[src/rtl/core/vngc_pkg.sv]
// Types, constants and helper functions of the grass classifier.
`default_nettype none
package vngc_pkg;

  localparam int NUM_OCT = 2;
  localparam int NUM_FIELD = 3;
  localparam int NUM_CORNER = 4;

  localparam logic [31:0] MUL_X = 32'd374761393;
  localparam logic [31:0] MUL_Z = 32'd668265263;
  localparam logic [31:0] MUL_MIX = 32'd1274126177;

  localparam logic [15:0] SCALE_A = 16'd21627;
  localparam logic [15:0] SCALE_B = 16'd32768;
  localparam logic [15:0] WEIGHT_A = 16'd52429;
  localparam logic [15:0] WEIGHT_B = 16'd13107;

  localparam logic REG_MEDIUM_BIAS = 1'b0;

  typedef logic [15:0] q16_t;

  typedef enum logic [1:0] {
    GT_DARK   = 2'd0,
    GT_MEDIUM = 2'd1,
    GT_LIGHT  = 2'd2
  } grass_t;

  function automatic logic [15:0] oct_scale(input int o);
    return (o == 0) ? SCALE_A : SCALE_B;
  endfunction

  // Hash contribution of the field offset and the corner step.
  function automatic logic [31:0] hash_bias(input int f, input int dx, input int dz);
    logic [63:0] ox;
    logic [63:0] oz;
    logic [63:0] acc;
    case (f)
      0: begin
        ox = 64'd0;
        oz = 64'd0;
      end
      1: begin
        ox = 64'd37;
        oz = 64'd71;
      end
      default: begin
        ox = 64'd113;
        oz = 64'd191;
      end
    endcase
    acc = (ox + 64'(dx)) * 64'(MUL_X) + (oz + 64'(dz)) * 64'(MUL_Z);
    return acc[31:0];
  endfunction

endpackage
`default_nettype wire

[src/rtl/core/vngc_smooth.sv]
// Two-stage smoothstep of a Q0.16 fraction.
`default_nettype none
module vngc_smooth (
  input  wire logic           clk,
  input  wire logic           en,
  input  wire vngc_pkg::q16_t t,
  output vngc_pkg::q16_t      s
);
  import vngc_pkg::*;

  q16_t        t_d;
  q16_t        t2;
  logic [31:0] sq;
  logic [17:0] c;
  logic [33:0] sp;

  assign sq = 32'(t) * 32'(t);
  assign c  = 18'd196608 - {1'b0, t_d, 1'b0};
  assign sp = 34'(t2) * 34'(c);

  always_ff @(posedge clk) begin
    if (en) begin
      t_d <= t;
      t2  <= sq[31:16];
      s   <= sp[31:16];
    end
  end

endmodule
`default_nettype wire

[config.mk]
export PLATFORM = sky130hd
export DESIGN_NAME = vngc_smooth
export DESIGN_NICKNAME = d
export VERILOG_FILES = /design/src/rtl/core/vngc_pkg.sv /design/src/rtl/core/vngc_smooth.sv
export SDC_FILE = /design/constraint.sdc
export NUM_CORES = 1
export LEC_CHECK = 0
export ABC_CLOCK_PERIOD_IN_PS = 13950
export BUFFER_PORTS_ARGS = -buffer_cell sky130_fd_sc_hd__buf_2
export CAP_MARGIN = 20
export CELL_PAD_IN_SITES_DETAIL_PLACEMENT = 1
export CELL_PAD_IN_SITES_GLOBAL_PLACEMENT = 1
export CORE_AREA = 2 2 208 210
export CTS_BUF_LIST = sky130_fd_sc_hd__clkbuf_4 sky130_fd_sc_hd__clkbuf_8
export CTS_CLUSTER_SIZE = 20
export DETAILED_ROUTE_END_ITERATION = 8
export DIE_AREA = 0 0 210 212
export GPL_TIMING_DRIVEN = 1
export PLACE_DENSITY_LB_ADDON = 0.1
export SYNTH_ARGS = -nofsm -noshare
export SYNTH_HDL_FRONTEND = slang
export SYNTH_SLANG_ARGS = --single-unit
[constraint.sdc]
create_clock -name clk -period 13.95 [get_ports clk]
set_input_delay 2.0925 -clock clk [delete_from_list [all_inputs] [get_ports clk]]
set_output_delay 2.0925 -clock clk [all_outputs]
set_load 0.01 [all_outputs]
==> impl_metrics.tcl <==
set metrics [dict create \
    run_status "finished clean" \
    register_area_mm2 0.001441 \
    viasPerCell 4.780 \
    clk_path_buf_depth 2 \
    synth_commonest_cells "inv_1 (477), fa_1 (370), nand2_1 (209), ha_1 (191), and2_1 (181)" \
    reg2reg_to "s[8]" \
    cp-start-kind "flip-flop" \
    hpwl_um 35490 \
    crit_chain "nor4_1 > nand3_1 > or4_1 > xnor2_2 > nand2_1 > fa_1 > fa_1 > inv_1 > fa_1 > fa_1 > fa_1 > inv_1 > fa_1 > inv_1 > ha_1 > a211o_1 > o22ai_1 > a21oi_1 > a221oi_1 > o21ai_0 > a21oi_1 > o21bai_1 > xor2_1" \
    ys_seq_area_share_pct 8.602 \
    path_delay_family "adder cells" \
    io-pin-count 34 \
    clk_latency_ns 0.37 \
    grt_pass1_wl_um 70740 \
    synth-async-reset-ratio_pct 0 \
    setup_tns_ns 0 \
    max-slew-margin-rel_pct 27.06 \
    h-tree-depth 2 \
    overflow 0 \
    synth_fa_ha_area_share_pct 58.47 \
    rsz0062_at_grt "false" \
    portBuffers 33 \
    grt_max_degree 49 \
    grtUsageTotal_pct 20.38 \
    syn_area_per_cell_um2 9.477 \
    synth_top_cell_by_area "fa_1" \
    multi_input_area_mm2 0.01340 \
    ys.flop_type "edfxtp_1" \
    synth-edff-count 48 \
    fin_crit_ns 8.580 \
    cts_hold_buf 0 \
    post_cts_buffers 0 \
    antenna_cells 0 \
    num_rows 76 \
    whs_ns 1.210 \
    critPathCaptureType "flip-flop" \
    tightest_slew_ns 1.089 \
    crit_cells 23 \
    syn_nets 2347 \
    synthMuxAreaShare_pct 0.06720 \
    synth_warnings 0 \
    fillers 4947 \
    rrSetupSlack_ns 5.37 \
    slowest_stage "xnor2_2" \
    rr_worst_depth 23 \
    die_h_um 212 \
    grt_pass1_vias 13065 \
    cap_violations 0 \
    cts_tree "done" \
    slowest_delay_ns 0.73 \
    ys_types 55 \
    drv_slew 0 \
    die_w_um 210 \
    drt_iter0_drc 390 \
    cts_buffers 5 \
    nets 2345 \
    syn_inst 1768 \
    area_delta_synth_final_pct 5.257 \
    yosys.area_share.simple_pct 14.19 \
    cts_resized 0 \
    drc 0 \
    synth_compound_area_share_pct 3.480 \
    path_class "flip-flop to flip-flop" \
    arrival_ns 8.70 \
    syn_area_mm2 0.01676 \
    cts-root-buf "clkbuf_8" \
    clkSlewWorstSetupHoldPaths_ns 0.13 \
    r2r_start "t_d[5]" \
    crit_path_frequent_cell "fa_1" \
    crit_path_end "s[8]" \
    hp-class "flip-flop to flip-flop" \
    dieArea_mm2 0.04452 \
    synth-seq-cells 48 \
    finClkSkew_ns 0.03061 \
    critPathLaunch "t_d[5]" \
    yosysTopAreaCellShare_pct 44.21 \
    max_freq_ghz 0.1166 \
    finalCritPeriodShare_pct 61.50 \
    cp.buffers_inverters 3 \
    layout-drive-gt1-share_pct 4.358 \
    cts.sinks 48 \
    cp.required_ns 14.07 \
    antenna_found_initial 0 \
    core-area_mm2 0.04251 \
    vias 11057 \
    hold_viol 0 \
    crit_fanout 16 \
    wirelength_um 42300 \
    drtPass1Iterations 4 \
    synth_top_family_by_area "adder cells" \
    start_util_pct 39.42 \
    setup_violations 0 \
    synth_xor_xnor_area_share_pct 3.338 \
    antenna_left 0 \
    wl_per_cell_um 18.29 \
    routabilityCongestion 0.8143 \
    ys_top_cells_by_area "fa_1 (44%), ha_1 (14%), inv_1 (11%), edfxtp_1 (8.6%), and2_1 (6.8%)" \
    synth_most_common_cell "inv_1" \
]
-- cell type report --
cell class                      instances  area share [%]
Clock inverter                          3         0.09932
Multi-Input combinational cell       1191           75.95
Clock buffer                            5          0.3902
Timing Repair Buffer                   43           1.362
Inverter                              477           10.15
Tap cell                              546           3.873
Sequential cell                        48           8.173
-- cell families after synthesis --
| group | count (synthesis) |
|---|---|
| fa+ha+maj | 561 |
| buf+inv | 529 |
| simple gates | 484 |
| compound gates | 82 |
| xor+xnor | 63 |
| flops | 48 |
| mux | 1 |
-- stage by stage --
stage	instances	util [%]	setup slack, ns	area, um2
after floorplan	1768	-	6.132	16760
after global placement	2305	41.29	5.352	17550
after detailed placement	2305	41.29	5.258	17550
after CTS	2313	41.49	5.279	17640
after global routing	2313	41.49	4.790	17640
final	2313	41.49	5.370	17640
-- worst min-delay path by stage --
stage / start / endpoint / slack [ns] / cells after the start
floorplan: t2[15] / s[15] / 0.81 / 3
global placement: t2[15] / s[15] / 1.22 / 3
detailed placement: t2[15] / s[15] / 1.22 / 3
CTS: t2[15] / s[15] / 1.21 / 3
global route: t2[15] / s[15] / 1.28 / 3
finish: t2[15] / s[15] / 1.21 / 3
-- routing by layer --
| layer | vias to the layer above | track usage (%) | part of all wire (%) |
|---|---|---|---|
| li1 | 5183 | - | - |
| met1 | 5753 | 28.61 | 49 |
| met2 | 99 | 35.51 | 48 |
| met3 | 22 | 1.285 | 1.9 |
| met4 | 0 | 3.179 | 1.3 |
| met5 | - | 0 | 0 |
-- cells in the final DEF, fill, tap and decap left out, types with 3 or more instances in the layout --
cell | synthesis | layout
a211oi_1 | 5 | 5
o21ai_0 | 10 | 10
nand4_1 | 3 | 3
xor2_1 | 20 | 16
nor4_1 | 3 | 3
nor2b_1 | 4 | 4
edfxtp_1 | 48 | 48
nor3_1 | 10 | 10
nor2_1 | 44 | 44
and3_1 | 3 | 3
buf_2 | 1 | 33
inv_1 | 477 | 477
xnor2_2 | 1 | 6
and2_1 | 181 | 181
o21a_1 | 3 | 3
or2_2 | 5 | 5
clkbuf_8 | 0 | 5
ha_1 | 191 | 191
xor2_2 | 0 | 4
nand2_1 | 209 | 209
xnor2_1 | 42 | 37
fa_1 | 370 | 370
nand3_1 | 12 | 12
a21oi_1 | 27 | 27
buf_4 | 0 | 10
o21bai_1 | 3 | 3
a21o_1 | 11 | 11
-- tightest hold or removal path, cell delays in order, from the launching register on --
cell and delay (ns):
edfxtp_1 0.69, nand2_1 0.18, xnor2_1 0.10, xnor2_1 0.16
-- registers in the layout (all words and copies together), names as in the netlist --
name / count
s: 16
t_d: 16
t2: 16
Power is not shown: default switching activity piles up to over one toggle a cycle in this logic, so the estimate is an artifact.
