==> src/rtl/core/vngc_pkg.sv <==
// Types, constants and helper functions of the grass classifier.
`default_nettype none
package vngc_pkg;

  localparam int NUM_OCT = 2;
  localparam int NUM_FIELD = 3;
  localparam int NUM_CORNER = 4;

  localparam logic [31:0] MUL_X = 32'd374761393;
  localparam logic [31:0] MUL_Z = 32'd668265263;
  localparam logic [31:0] MUL_MIX = 32'd1274126177;

  localparam logic [15:0] SCALE_A = 16'd21627;
  localparam logic [15:0] SCALE_B = 16'd32768;
  localparam logic [15:0] WEIGHT_A = 16'd52429;
  localparam logic [15:0] WEIGHT_B = 16'd13107;

  localparam logic REG_MEDIUM_BIAS = 1'b0;

  typedef logic [15:0] q16_t;

  typedef enum logic [1:0] {
    GT_DARK   = 2'd0,
    GT_MEDIUM = 2'd1,
    GT_LIGHT  = 2'd2
  } grass_t;

  function automatic logic [15:0] oct_scale(input int o);
    return (o == 0) ? SCALE_A : SCALE_B;
  endfunction

  // Hash contribution of the field offset and the corner step.
  function automatic logic [31:0] hash_bias(input int f, input int dx, input int dz);
    logic [63:0] ox;
    logic [63:0] oz;
    logic [63:0] acc;
    case (f)
      0: begin
        ox = 64'd0;
        oz = 64'd0;
      end
      1: begin
        ox = 64'd37;
        oz = 64'd71;
      end
      default: begin
        ox = 64'd113;
        oz = 64'd191;
      end
    endcase
    acc = (ox + 64'(dx)) * 64'(MUL_X) + (oz + 64'(dz)) * 64'(MUL_Z);
    return acc[31:0];
  endfunction

endpackage
`default_nettype wire

==> src/rtl/core/vngc_hash.sv <==
// Registered mixing stage of the lattice corner hash.
`default_nettype none
module vngc_hash (
  input  wire logic        clk,
  input  wire logic        en,
  input  wire logic [31:0] h0,
  output vngc_pkg::q16_t   corner
);
  import vngc_pkg::*;

  logic [31:0] pre;
  logic [31:0] mixed;

  assign pre = h0 ^ (h0 >> 13);

  always_ff @(posedge clk) begin
    if (en) begin
      mixed <= pre * MUL_MIX;
    end
  end

  // The final xor with the upper half leaves the upper half unchanged.
  assign corner = mixed[31:16];

endmodule
`default_nettype wire

==> config.mk <==
export PLATFORM = sky130hd
export DESIGN_NAME = vngc_hash
export DESIGN_NICKNAME = d
export VERILOG_FILES = /design/src/rtl/core/vngc_pkg.sv /design/src/rtl/core/vngc_hash.sv
export SDC_FILE = /design/constraint.sdc
export NUM_CORES = 1
export LEC_CHECK = 0
export BUFFER_PORTS_ARGS = -buffer_cell sky130_fd_sc_hd__clkbuf_2
export CORE_UTILIZATION = 65
export CTS_BUF_LIST = sky130_fd_sc_hd__clkbuf_8
export CTS_CLUSTER_DIAMETER = 30
export DETAILED_ROUTE_END_ITERATION = 7
export PLACE_DENSITY = 0.95
export SLEW_MARGIN = 15
export SYNTH_ARGS = -nofsm -noshare
export SYNTH_HDL_FRONTEND = slang
export SYNTH_SLANG_ARGS = --single-unit
==> constraint.sdc <==
create_clock -name clk -period 17.1 [get_ports clk]
set_input_delay 3.42 -clock clk [delete_from_list [all_inputs] [get_ports clk]]
set_output_delay 3.42 -clock clk [all_outputs]
set_load 0.05 [all_outputs]
==> results of run 1 <==
metal layers:
layer / up-vias / GRT usage (%) / share of wire [%]
met2: 278 / 58.6 / 49
met5: - / 0 / 0
met1: 2771 / 40.2 / 37
met4: 0 / 21.0 / 7.2
li1: 2512 / - / -
met3: 88 / 5.64 / 6.9
kinds of logic (layout without fill, tap and decap cells):
group / count (synthesis) / after routing / share of synthesized area [%]
and+or+nand+nor: 45 / 45 / 2.64
buffers and inverters: 277 / 332 / 12.5
adders and majority gates: 328 / 328 / 65.7
AOI/OAI and AO/OA: 52 / 52 / 4.39
xor gates and xnor gates: 85 / 85 / 8.97
DFF: 16 / 16 / 5.79
Yosys cell counts, drive strengths merged, types with 2 or more instances:
master | n | area share [%]
a21o | 10 | 0.90
a21oi | 17 | 1.2
a311o | 2 | 0.24
a311oi | 2 | 0.21
a31oi | 2 | 0.15
and2 | 2 | 0.15
clkbuf | 2 | 0.090
edfxtp | 16 | 5.8
fa | 180 | 43
ha | 148 | 22
inv | 275 | 12
nand2 | 8 | 0.36
nand3 | 5 | 0.30
nand4 | 4 | 0.30
nor2 | 15 | 0.68
nor2b | 3 | 0.23
nor3 | 2 | 0.12
o21ai | 8 | 0.48
o21bai | 2 | 0.18
xnor2 | 74 | 7.8
xor2 | 11 | 1.2
cells in the final DEF, fill, tap and decap left out, drive strengths merged, types with 2 or more instances in the layout:
cell / instances
a21o: 10
a21oi: 17
a311o: 2
a311oi: 2
a31oi: 2
and2: 2
buf: 4
clkbuf: 52
edfxtp: 16
fa: 180
ha: 148
inv: 275
nand2: 8
nand3: 5
nand4: 4
nor2: 15
nor2b: 3
nor3: 2
o21ai: 8
o21bai: 2
xnor2: 74
xor2: 11
worst max-delay path, stage by stage:
cell,delay (ns)
clkbuf_2,0.15
xnor2_1,0.64
inv_1,0.31
ha_1,0.44
inv_1,0.12
xnor2_1,0.38
fa_1,0.25
inv_1,0.05
fa_1,0.48
inv_1,0.05
fa_1,0.39
fa_1,0.55
inv_1,0.06
fa_1,0.53
inv_1,0.05
fa_1,0.47
inv_1,0.04
ha_1,0.27
ha_1,0.40
nand4_1,0.11
a211oi_1,0.33
a21oi_1,0.14
and3_1,0.24
a21oi_4,0.23
nor4_1,0.08
a311o_1,0.32
how the worst max path moves through the flow:
stage	startpoint	end	slack (ns)	depth (start not counted)
floorplan	h0[1]	mixed[28]	7.28	21
global placement	h0[19]	mixed[28]	6.53	26
detailed placement	h0[19]	mixed[28]	6.36	26
CTS	h0[19]	mixed[28]	6.63	26
global route	h0[19]	mixed[28]	6.27	26
finish	h0[19]	mixed[28]	6.59	26
final cells by class:
type / instances / area share (%)
flip-flops and latches: 16 / 5.44
well taps: 168 / 2.38
inverters: 275 / 11.7
clock inverters: 1 / 0.0425
repair buffers: 53 / 3.12
clock buffers: 3 / 0.468
multi-input cells: 510 / 76.9
per-stage QoR:
| stage | util (%) | instances | hold WS, ns | cell area, um^2 | setup slack [ns] |
|---|---|---|---|---|---|
| 2_1_floorplan | - | 803 | 3.53 | 8300 | 7.28 |
| 3_3_place_gp | 71.9 | 1022 | 3.94 | 8780 | 6.53 |
| 5_1_grt | 72.3 | 1026 | 3.69 | 8830 | 6.27 |
| 3_5_place_dp | 71.9 | 1022 | 3.94 | 8780 | 6.36 |
| 6_report | 72.3 | 1026 | 3.66 | 8830 | 6.59 |
| 4_1_cts | 72.3 | 1026 | 3.68 | 8830 | 6.63 |
==> reports/results.ini, run 1 <==
[layout]
fillers = 882
regMostFlops = mixed
multi_input_area_um2 = 6780
area.sequential_um2 = 480
drive_gt1_share_pct = 7.11
diodes = 0
largest_reg_flops = 16
nets = 1221
biggestRegsByFlops = mixed x16
area_growth_pct = 6.30

[sta]
worstMarginPinSlew_ns = 0.948
min_period_over_period_pct = 61.5
setup_tns_ns = 0
slew_violations = 0
period_needed_ns = 10.51
slew_headroom_pct = 36.3
fmax_ghz = 0.0951
rsz0062_at_grt = no
setup_violations = 0
hold_viol_final = 0

[cts]
clk_path_buf_depth = 2
numCtsBuffers = 3
root_buffer = clkbuf_8
ctsHoldBuffers = 0
clk_pin_slew_worst_paths_ns = 0.06
h-tree-depth = 1
numClockSinks = 16
post_cts_buffers = 0
cts_tree = built
ctsResizeCount = 0

[yosys]
async_reset_ff_share_pct = 0
ys_ff_latch = 16
synth_edf_count = 16
seq_area_frac_synth_pct = 5.79
syn_avg_cell_area_um2 = 10.3
syn_inst = 803
synth.cell_area_um2 = 8300
synth_cell_types = 38
synth.net_count = 1165
synthFlopType = edfxtp_1
yosys_warnings = 0

[floorplan]
core_um2 = 12200
ios = 50
initial_core_util_pct = 68.0
die_h_um = 115
dieArea_um2 = 13200
num_rows = 40
fp.dieW_um = 115

[drt]
viasPerCell = 5.51
routedWlPerCell_um = 19.5
vias = 5649
drt-total-wl_mm = 20.0
drtAntennaViolNets = 0
drt_iter0_markers = 437
drc = 0
first_pass_iters = 5

[global_route]
grt_usage_pct = 34.1
grt_pass1_vias = 6515
antenna_found_initial = 0
grt_overflow = 0
grt_max_degree = 17
grt_pass1_wl_mm = 32.7

[setup_path]
end_kind = flop
crit_required_ns = 17.11
crit_arrival_ns = 10.52
worst_setup_path_start_kind = input port
cp_max_fo = 7
criticalPathCategory = in2reg

[run]
maxCapViolCount = 0

[worst_hold_path]
whs_path_depth = 1
hold_path_class = in2reg
worstHoldStart = en
whs_endpoint = mixed[25]

[status]
outcome = complete, no violations

[placed_design]
place_hpwl_mm = 18.6
port_buffers = 49
gp_congestion = 1.02

Power of run 1 is left out: the tool's default activity adds up to more than one toggle a clock period on the data nets, which glitch-free logic cannot reach.
==> inputs of run 2 (changes only) <==
- ABC_AREA: unset -> 1
- CORE_UTILIZATION: 65 -> 59
- PLACE_DENSITY: 0.95 -> 0.92
- clock period: 17.1 -> 8.9 ns (I/O delays scaled with it)
==> reports/results.ini, run 2 <==
[status]
outcome = finished with violations
failed_checks = design-rule violations

[yosys]
ys_top_cells_by_count = 316 x inv_1, 180 x fa_1, 157 x nand2_1, 148 x ha_1, 37 x nor2_1
async_reset_ff_share_pct = 0
synth_top_area_cell = fa_1
synthFlopType = edfxtp_1
ys_ff_latch = 16
synthTopCellsByArea = fa_1 40%, ha_1 21%, inv_1 13%, nand2_1 6.5%, edfxtp_1 5.3%
syn_avg_cell_area_um2 = 8.78
synth.most_common_cell = inv_1
synth.net_count = 1389
yosys_warnings = 0
seq_area_frac_synth_pct = 5.33
synth_top_cell_area_share_pct = 40.0
synth.cell_area_um2 = 9010
syn_inst = 1027
synth_edf_count = 16
synth_cell_types = 36

[global_route]
grt_pass1_vias = 7440
grt_max_degree = 17
grt_pass1_wl_mm = 36.0
grt_usage_pct = 30.0
grt_overflow = 0
antenna_found_initial = 0

[worst_hold_path]
whs_endpoint = mixed[27]
hold_path_class = in2reg
whs_path_depth = 1
worstHoldStart = en

[floorplan]
fp.dieW_um = 126
num_rows = 44
core_um2 = 14700
dieArea_um2 = 15800
ios = 50
die_h_um = 126
initial_core_util_pct = 61.3

[layout]
area.sequential_um2 = 480
final_cell_mix = 316 x inv_1, 180 x fa_1, 157 x nand2_1
regMostFlops = mixed
biggestRegsByFlops = mixed x16
largest_reg_flops = 16
fillers = 1164
diodes = 0
area_growth_pct = 6.02
multi_input_area_um2 = 7310
layout_commonest_cell = inv_1
nets = 1446
drive_gt1_share_pct = 8.77

[sta]
hold_viol_final = 0
worstMarginPinSlew_ns = 0.608
period_needed_ns = 8.10
setup_tns_ns = 0
fmax_ghz = 0.123
setup_violations = 0
min_period_over_period_pct = 91.0
slew_headroom_pct = 59.3
slew_violations = 0
rsz0062_at_grt = no

[drt]
drc = 3
viasPerCell = 5.35
first_pass_iters = 8
drt_iter0_markers = 330
routedWlPerCell_um = 17.6
drt-total-wl_mm = 22.2
drtAntennaViolNets = 0
vias = 6782

[cts]
ctsHoldBuffers = 0
root_buffer = clkbuf_8
numCtsBuffers = 3
cts_tree = built
ctsResizeCount = 0
h-tree-depth = 1
clk_path_buf_depth = 2
post_cts_buffers = 0
numClockSinks = 16
clk_pin_slew_worst_paths_ns = 0.06

[placed_design]
port_buffers = 49
place_hpwl_mm = 20.9
gp_congestion = 1.01

[setup_path]
criticalPathCategory = in2reg
crit_required_ns = 8.90
cp_max_fo = 5
end_kind = flop
crit_path_top_delay_cell = fa_1
slowest_delay_ns = 0.55
crit_arrival_ns = 8.10
worst_setup_path_start_kind = input port
cp_common_cell = inv_1

[run]
maxCapViolCount = 0

run 2: how the worst max path moves through the flow:
| stage | startpoint | depth (start not counted) | end | slack, ns |
|---|---|---|---|---|
| floorplan | h0[2] | 23 | mixed[27] | 1.39 |
| global placement | h0[22] | 24 | mixed[31] | 0.66 |
| detailed placement | h0[18] | 26 | mixed[31] | 0.66 |
| CTS | h0[18] | 26 | mixed[31] | 0.88 |
| global route | h0[19] | 28 | mixed[31] | 0.43 |
| finish | h0[18] | 26 | mixed[31] | 0.80 |
run 2: per-stage QoR:
stage | hold WS (ns) | cell area (um^2) | setup WS [ns] | std cells | util (%)
floorplan | 1.89 | 9010 | 1.39 | 1027 | -
global placement | 2.27 | 9510 | 0.661 | 1263 | 64.7
detailed placement | 2.27 | 9510 | 0.657 | 1263 | 64.7
CTS | 2.02 | 9560 | 0.884 | 1267 | 65.0
global route | 2.04 | 9560 | 0.433 | 1267 | 65.0
finish | 2.02 | 9560 | 0.800 | 1267 | 65.0
run 2: kinds of logic (layout without fill, tap and decap cells):
logic type                 Yosys count  count (layout)  synth area share [%]
and+or+nand+nor                    251             251                  12.0
AOI/OAI and AO/OA                   59              59                  3.87
DFF                                 16              16                  5.33
buffers and inverters              327             383                  13.6
xor gates and xnor gates            46              46                  4.64
adders and majority gates          328             328                  60.5
run 2: cell type report:
cell class | count | share of cell area (%)
clock inverter | 1 | 0.0393
clock buffer | 3 | 0.432
multi-input combinational | 684 | 76.4
inverter | 327 | 12.8
timing repair buffer | 52 | 2.80
sequential | 16 | 5.03
tap | 184 | 2.41
run 2: layer usage:
layer,wire length (um),GRT usage [%],vias up,share of wire [%]
li1,-,-,3166,-
met1,8370,33.9,3267,38
met3,1320,4.07,77,5.9
met2,11300,55.2,272,51
met4,1290,15.4,0,5.8
met5,0,0,-,0
run 2: worst max-delay path: cells and delay by family:
family          cells  cell delay [ns]
buf+inv             7             0.70
simple gates        8             1.14
xor+xnor            1             0.44
compound gates      1             0.24
fa+ha+maj           9             3.82
Power of run 2 is left out for the same reason.
==> inputs of run 3 (changes only) <==
--- a/config.mk
+++ b/config.mk
@@ -12,4 +12,5 @@
 export CTS_CLUSTER_DIAMETER = 30
 export DETAILED_ROUTE_END_ITERATION = 7
+export MAX_ROUTING_LAYER = met4
 export PLACE_DENSITY = 0.92
 export SLEW_MARGIN = 15
==> constraint.sdc (replaced) <==
create_clock -name clk -period 8.9 [get_ports clk]
set_input_delay 0 -clock clk [delete_from_list [all_inputs] [get_ports clk]]
set_output_delay 0 -clock clk [all_outputs]
set_load 0.05 [all_outputs]
==> reports/results.ini, run 3 (synthesized netlist as in run 2, its figures left out) <==
[floorplan]
fp.dieW_um = 126
ios = 50
core_um2 = 14700
dieArea_um2 = 15800
die_h_um = 126
num_rows = 44
initial_core_util_pct = 61.3

[layout]
diodes = 0
drive_gt1_share_pct = 8.52
biggestRegsByFlops = mixed x16
area_growth_pct = 5.77
largest_reg_flops = 16
fillers = 1198
stdcell_area_um2 = 9530
regMostFlops = mixed
layout_commonest_cell = inv_1
nets = 1443
final_cell_mix = 316 x inv_1, 180 x fa_1, 157 x nand2_1
fin_cells = 1264

[worst_hold_path]
worstHoldStart = en
whs_endpoint = mixed[24]
hold_path_class = in2reg
whs_path_depth = 1

[drt]
drtAntennaViolNets = 0
drt-total-wl_mm = 22.3
routedWlPerCell_um = 17.6
drt_iter0_markers = 445
viasPerCell = 5.35
first_pass_iters = 8
vias = 6764
drc = 4

[global_route]
grt_pass1_vias = 7526
antenna_found_initial = 0
grt_overflow = 0
grt_usage_pct = 31.1
grt_pass1_wl_mm = 36.2
grt_max_degree = 17

[placed_design]
place_inst = 1260
dpl-instance-area_um2 = 9490
place_hpwl_mm = 20.8
gp_congestion = 1.09
port_buffers = 49

[cts]
numCtsBuffers = 3
clk_path_buf_depth = 2
h-tree-depth = 1
cts_tree = built
root_buffer = clkbuf_8
ctsResizeCount = 0
numClockSinks = 16
post_cts_buffers = 0
ctsHoldBuffers = 0
clk_pin_slew_worst_paths_ns = 0.05

[sta]
setup_violations = 0
slew_violations = 0
period_needed_ns = 6.55
min_period_over_period_pct = 73.5
rsz0062_at_grt = no
fmax_ghz = 0.153
hold_viol_final = 0
setup_tns_ns = 0
slew_headroom_pct = 38.7
worstMarginPinSlew_ns = 0.916

[run]
maxCapViolCount = 0

[setup_path]
end_kind = flop
crit_required_ns = 8.90
criticalPathCategory = in2reg
worst_setup_path_start_kind = input port
cp_max_fo = 7
crit_arrival_ns = 6.54

[status]
failed_checks = design-rule violations
outcome = finished with violations

-- run 3: metal layers --
layer / wire length [um] / global-route usage (%)
met2: 11100 / 54.7
met1: 8650 / 34.9
met3: 1200 / 3.34
met4: 1260 / 15.9
met5: 0 / -
-- run 3: area by class of cell --
class,instances,area [um^2],area share [%]
multi-input cells,684,7310,76.6
well taps,184,230,2.41
clock buffers,3,41.3,0.433
inverters,327,1230,12.9
repair buffers,49,245,2.57
flip-flops and latches,16,480,5.04
clock inverters,1,3.75,0.0394
-- run 3: stage by stage --
| stage | hold slack [ns] | util, % | worst slack (ns) |
|---|---|---|---|
| after global routing | 0.243 | 64.9 | 1.95 |
| after global placement | 0.485 | 64.6 | 2.16 |
| after CTS | 0.234 | 64.9 | 2.45 |
| after floorplan | 0.112 | - | 3.17 |
| final | 0.236 | 64.9 | 2.35 |
| after detailed placement | 0.490 | 64.6 | 2.18 |
-- run 3: worst max-delay path by stage --
stage | from | end | slack (ns)
finish | h0[15] | mixed[27] | 2.35
global route | h0[15] | mixed[27] | 1.95
CTS | h0[15] | mixed[27] | 2.45
global placement | h0[15] | mixed[27] | 2.16
floorplan | h0[2] | mixed[27] | 3.17
detailed placement | h0[15] | mixed[27] | 2.18
-- run 3: critical path, stage by stage --
cell	delay [ns]
clkbuf_2	0.11
xor2_1	0.73
inv_1	0.19
nor2_1	0.23
inv_1	0.12
nand2_1	0.12
o21ai_0	0.16
fa_1	0.46
fa_1	0.50
fa_1	0.43
fa_1	0.54
inv_1	0.05
fa_1	0.48
fa_1	0.49
inv_1	0.05
ha_1	0.28
ha_1	0.34
nand2_1	0.16
o21ai_0	0.19
a21oi_1	0.16
inv_1	0.05
a21oi_1	0.26
o21ai_1	0.15
a21oi_1	0.20
xnor2_1	0.09
Power of run 3 is left out for the same reason.
